==> config.mk <==
export PLATFORM = sky130hd
export DESIGN_NAME = ffsa_ctrl
export DESIGN_NICKNAME = d
export VERILOG_FILES = /design/src/hw/rtl/ffsa_pkg.sv /design/src/hw/rtl/ffsa_ctrl.sv
export SDC_FILE = /design/constraint.sdc
export NUM_CORES = 1
export LEC_CHECK = 0
export BUFFER_PORTS_ARGS = -buffer_cell sky130_fd_sc_hd__clkbuf_2
export CAP_MARGIN = 10
export CORE_AREA = 2 2 39 41
export CTS_BUF_LIST = sky130_fd_sc_hd__clkbuf_2
export DETAILED_ROUTE_END_ITERATION = 6
export DIE_AREA = 0 0 41 43
export PLACE_DENSITY_LB_ADDON = 0.2
export SKIP_CTS_REPAIR_TIMING = 1
export SLEW_MARGIN = 20
export SYNTH_ARGS = -nofsm -noshare
export SYNTH_HDL_FRONTEND = slang
export SYNTH_SLANG_ARGS = --single-unit
==> constraint.sdc <==
create_clock -name clk -period 1.7 [get_ports clk]
set_input_delay 0.17 -clock clk [delete_from_list [all_inputs] [get_ports clk]]
set_output_delay 0.17 -clock clk [all_outputs]
set_load 0.05 [all_outputs]
==> src/hw/rtl/ffsa_pkg.sv <==
// shared constants, types and command codes of the first-fit segment allocator
`default_nettype none
package ffsa_pkg;
	localparam int MAX_SEG   = 32;
	localparam int IDX_W     = $clog2(MAX_SEG);
	localparam int CNT_W     = IDX_W + 1;
	localparam int OFF_W     = 16;
	localparam logic [OFF_W-1:0] ARENA_RESET = 16'd1024;

	localparam logic [1:0] ST_OK      = 2'd0;
	localparam logic [1:0] ST_NOFIT   = 2'd1;
	localparam logic [1:0] ST_FULL    = 2'd2;
	localparam logic [1:0] ST_BADFREE = 2'd3;

	localparam logic REQ_ALLOC = 1'b0;
	localparam logic REQ_FREE  = 1'b1;

	typedef enum logic [3:0] {
		CMD_NONE,
		CMD_LOAD,
		CMD_SCAN_STEP,
		CMD_FAIL,
		CMD_MARK_EXACT,
		CMD_SPLIT_PREP,
		CMD_SHIFT_UP,
		CMD_SPLIT_FIN,
		CMD_FREE_MARK,
		CMD_MERGE,
		CMD_SHIFT_DOWN,
		CMD_SHRINK,
		CMD_PUBLISH
	} cmd_op_t;

	typedef enum logic [1:0] {
		RD_IDX,
		RD_KM1,
		RD_KD,
		RD_NXT
	} rd_sel_t;

	typedef struct packed {
		cmd_op_t    op;
		rd_sel_t    rd_sel;
		logic [1:0] fail_code;
	} dp_cmd_t;

	typedef struct packed {
		logic is_free;
		logic zero_size;
		logic scan_end;
		logic fit;
		logic exact;
		logic full;
		logic hit;
		logic up_done;
		logic dn_done;
	} dp_stat_t;
endpackage
`default_nettype wire

==> src/hw/rtl/ffsa_ctrl.sv <==
// controller: request sequencing over scan, shift and merge phases
`default_nettype none
module ffsa_ctrl (
	input  wire logic               clk,
	input  wire logic               arst_n,
	input  wire logic               in_valid,
	output logic                    in_ready,
	output logic                    out_valid,
	input  wire logic               out_ready,
	input  wire ffsa_pkg::dp_stat_t stat,
	output ffsa_pkg::dp_cmd_t       cmd
);
	typedef enum logic [2:0] {
		S_IDLE,
		S_SCAN,
		S_UP,
		S_MERGE,
		S_DOWN,
		S_DONE
	} state_t;

	state_t state_q, state_d;

	assign in_ready = (state_q == S_IDLE);

	// next state and datapath command
	always_comb begin
		state_d       = state_q;
		cmd.op        = ffsa_pkg::CMD_NONE;
		cmd.rd_sel    = ffsa_pkg::RD_IDX;
		cmd.fail_code = ffsa_pkg::ST_OK;
		case (state_q)
			S_IDLE: begin
				if (in_valid) begin
					cmd.op  = ffsa_pkg::CMD_LOAD;
					state_d = S_SCAN;
				end
			end
			S_SCAN: begin
				if (!stat.is_free && stat.zero_size) begin
					cmd.op        = ffsa_pkg::CMD_FAIL;
					cmd.fail_code = ffsa_pkg::ST_NOFIT;
					state_d       = S_DONE;
				end else if (stat.scan_end) begin
					cmd.op        = ffsa_pkg::CMD_FAIL;
					cmd.fail_code = stat.is_free ? ffsa_pkg::ST_BADFREE : ffsa_pkg::ST_NOFIT;
					state_d       = S_DONE;
				end else if (stat.is_free) begin
					if (stat.hit) begin
						cmd.op  = ffsa_pkg::CMD_FREE_MARK;
						state_d = S_MERGE;
					end else begin
						cmd.op = ffsa_pkg::CMD_SCAN_STEP;
					end
				end else if (stat.fit) begin
					if (stat.exact) begin
						cmd.op  = ffsa_pkg::CMD_MARK_EXACT;
						state_d = S_DONE;
					end else if (stat.full) begin
						cmd.op        = ffsa_pkg::CMD_FAIL;
						cmd.fail_code = ffsa_pkg::ST_FULL;
						state_d       = S_DONE;
					end else begin
						cmd.op  = ffsa_pkg::CMD_SPLIT_PREP;
						state_d = S_UP;
					end
				end else begin
					cmd.op = ffsa_pkg::CMD_SCAN_STEP;
				end
			end
			S_UP: begin
				cmd.rd_sel = ffsa_pkg::RD_KM1;
				if (stat.up_done) begin
					cmd.op  = ffsa_pkg::CMD_SPLIT_FIN;
					state_d = S_DONE;
				end else begin
					cmd.op = ffsa_pkg::CMD_SHIFT_UP;
				end
			end
			S_MERGE: begin
				cmd.rd_sel = ffsa_pkg::RD_NXT;
				cmd.op     = ffsa_pkg::CMD_MERGE;
				state_d    = S_DOWN;
			end
			S_DOWN: begin
				cmd.rd_sel = ffsa_pkg::RD_KD;
				if (stat.dn_done) begin
					cmd.op  = ffsa_pkg::CMD_SHRINK;
					state_d = S_DONE;
				end else begin
					cmd.op = ffsa_pkg::CMD_SHIFT_DOWN;
				end
			end
			S_DONE: begin
				if (!out_valid || out_ready) begin
					cmd.op  = ffsa_pkg::CMD_PUBLISH;
					state_d = S_IDLE;
				end
			end
			default: begin
				state_d = S_IDLE;
			end
		endcase
	end

	// state and output valid
	always_ff @(posedge clk or negedge arst_n) begin
		if (!arst_n) begin
			state_q   <= S_IDLE;
			out_valid <= 1'b0;
		end else begin
			state_q <= state_d;
			if (cmd.op == ffsa_pkg::CMD_PUBLISH) begin
				out_valid <= 1'b1;
			end else if (out_ready) begin
				out_valid <= 1'b0;
			end
		end
	end

	// a result is published only from the done state
	a_pub: assert property (@(posedge clk) disable iff (!arst_n)
		cmd.op == ffsa_pkg::CMD_PUBLISH |-> state_q == S_DONE)
		else $error("publish outside done state");
	// an accepted request always starts a scan
	a_acc: assert property (@(posedge clk) disable iff (!arst_n)
		in_valid && in_ready |=> state_q == S_SCAN)
		else $error("accepted request did not start a scan");
	// a publish raises the output valid
	a_val: assert property (@(posedge clk) disable iff (!arst_n)
		cmd.op == ffsa_pkg::CMD_PUBLISH |=> out_valid)
		else $error("result not shown after publish");
endmodule
`default_nettype wire

==> results.yml <==
run_status:
  status: "finished, final reports clean"
floorplan:
  rows: 14
  die_h_um: 43
  dieArea_um2: 1760
  start_util_pct: 33.3
  core_um2: 1380
  dieWidth_um: 41
  pin_count: 23
cells_and_area:
  n_antenna_cell: 0
  nets: 105
  fill_cells: 148
  final_cells: 106
  fin_util_pct: 49.2
  drive_above_1_share_pct: 45.6
  syn_to_final_growth_pct: 47.8
  final_cell_area_um2: 681
yosys:
  ys.flop_type: "dfrtp_1"
  synth-simple-area-share_pct: 37.0
  synthTopCellsByArea: "dfrtp_1 22%, nor2_1 8.2%, a21oi_1 7.6%"
  synthCells: 62
  synth_seq_area_share_pct: 21.7
  yosysUniqueCellTypes: 33
  synth_top_cell_by_area: "dfrtp_1"
  synth_compound_area_share_pct: 30.7
  synth.most_common_cell: "nor2_1"
  yosysTopAreaCellShare_pct: 21.7
  synthAdderAreaFrac_pct: 0
  synth_mux_area_share_pct: 4.62
  synth_edf_count: 0
  synthXorXnorAreaFrac_pct: 0
  synth_area_um2: 460
  yosys_warnings: 0
  avgSynthCellArea_um2: 7.43
  synthArstFlopShare_pct: 100
  synth_fp_nets: 75
  synth_common_cells: "10 x nor2_1, 7 x a21oi_1, 4 x dfrtp_1"
  synth_top_family_by_area: "simple AND/OR/NAND/NOR gates"
  synth-seq-cells: 4
worst_setup_path:
  critPathMaxStageDelay_ns: 0.36
  r2r_start: "state_q[2]"
  path_max_fanout: 6
  cp_num_cells: 4
  start_kind: "flip-flop"
  ff2ff_path_depth: 5
  arrival_ns: 1.45
  crit_family: "simple AND/OR/NAND/NOR gates"
  slowest_stage: "dfrtp_1"
  critPathLaunch: "state_q[1]"
  endpoint_kind: "output pin"
  crit_chain: "nand2b_1 -> or2_4 -> o32ai_2 -> buf_6"
  r2r_end: "state_q[0]"
  crit_buf_inv: 1
  setup.worst_path.end: "cmd[5]"
  critical_path_class: "flip-flop to output pin"
  rrSetupSlack_ns: 0.31
  cp.required_ns: 1.53
sta:
  hold_ws_ns: 0.301
  slew-limit-headroom_pct: 77.9
  period_needed_ns: 1.62
  max_freq_mhz: 616
  worst_slack_ns: 0.0761
  hold_viol: 0
  period_share_pct: 95.5
  tightest_slew_ns: 0.331
  setup_violations: 0
  maxSlewViolCount: 0
  rsz0062_at_grt: "no"
  tns_ns: 0
  finalClockSkew_ns: 0.00561
pwr:
  p_seq_share_pct: 12.8
  max-vdd-ir-drop_uv: 1230
  powerDensity_nw_per_um2: 2110
  p_int_mw: 0.591
  power.switching_mw: 0.844
  p_clk_share_pct: 5.9
  power.total_mw: 1.44
  power_leakage_nw: 0.328
  switching_share_pct: 58.8
  combPwrFrac_pct: 81.3
global_routing:
  grt_max_degree: 13
  grt_overflow: 0
  grt_pass1_vias: 459
  grt_usage_pct: 14.8
  grt_pass1_wl_um: 1780
  antenna_found_initial: 0
route:
  ant_nets: 0
  drtIter0Drc: 6
  dr.pass1.iters: 3
  via_count: 532
  route.detailed.drc: 0
  routed_via_density: 5.02
  post_drt_wl_per_cell_um: 11.9
  wl_um: 1260
clocking:
  clock_latency_ns: 0.20
  root_buffer: "clkbuf_2"
  cts.sink_count: 4
  clockBufferDepth: 2
  tritoncts: "yes"
  clk_pin_slew_ns: 0.05
  cts_buffers: 3
  htree_levels: 1
place:
  dpl-instance-area_um2: 641
  placed_cells: 102
  routabilityCongestion: 0.780
  place.port_buffers: 22
  pre_cts_ws_ns: 0.102
  hpwl_um: 985
run:
  maxCapViolations: 0
min_path:
  hp-class: "primary input to async pin"
-- cell families (layout without fill, tap and decap cells) --
logic type | count (synthesis) | in the layout
and+or+nand+nor | 29 | 29
AOI/OAI and AO/OA | 21 | 21
buffers and inverters | 6 | 34
DFF | 4 | 4
muxes | 2 | 2
-- layer usage --
layer	global-route usage (%)	vias to the layer above	share of wire (%)
met5	0	-	0
met4	10.0	0	0
met3	0	0	3.1
met2	23.4	14	47
met1	18.6	236	50
li1	-	282	-
-- state kept, by name, summed over array words and instances, names as in the netlist --
register / count
out_valid: 1
state_q: 3
-- area by class of cell --
type	count	area [um2]	area share, %
well taps	16	20.0	2.94
inverters	2	7.51	1.10
repair buffers	29	176	25.9
clock buffers	3	15.0	2.21
flip-flops and latches	4	101	14.9
multi-input cells	52	360	52.9
-- cell usage in the layout (no fill, tap or decap), types with 2 or more instances in the layout --
master	synthesis	routed
clkbuf_2	0	22
nand2_1	2	2
o21ai_1	2	2
buf_4	1	8
a21oi_1	7	7
inv_1	2	2
dfrtp_1	4	3
o21ai_0	2	2
nand2b_1	3	3
nor3b_1	2	2
nor2b_1	3	3
nor2_1	10	10
-- worst min-delay path by stage --
stage | start | to | depth (start not counted)
after floorplan | arst_n | out_valid | 0
after global placement | arst_n | out_valid | 1
after detailed placement | arst_n | out_valid | 1
after CTS | arst_n | state_q[0] | 1
after global routing | out_ready | out_valid | 3
final | arst_n | state_q[0] | 2
-- power by group through the flow --
| stage | combinational [mW] | sequential, mW | clock, mW |
|---|---|---|---|
| 2_1_floorplan | 0.837 | 0.198 | 0 |
| 3_3_place_gp | 1.10 | 0.179 | 0 |
| 3_5_place_dp | 1.10 | 0.181 | 0 |
| 4_1_cts | 1.11 | 0.180 | 0.0869 |
| 5_1_grt | 1.23 | 0.189 | 0.0957 |
| 6_report | 1.17 | 0.184 | 0.0847 |
-- worst register-to-register path: cells and delay by family (launching register included) --
kind	cells	cell delay [ns]
buffers and inverters	1	0.18
AND/OR/NAND/NOR	2	0.43
AO/OA/AOI/OAI	2	0.24
flip-flops	1	0.47
(Power assumes the default switching activity.)
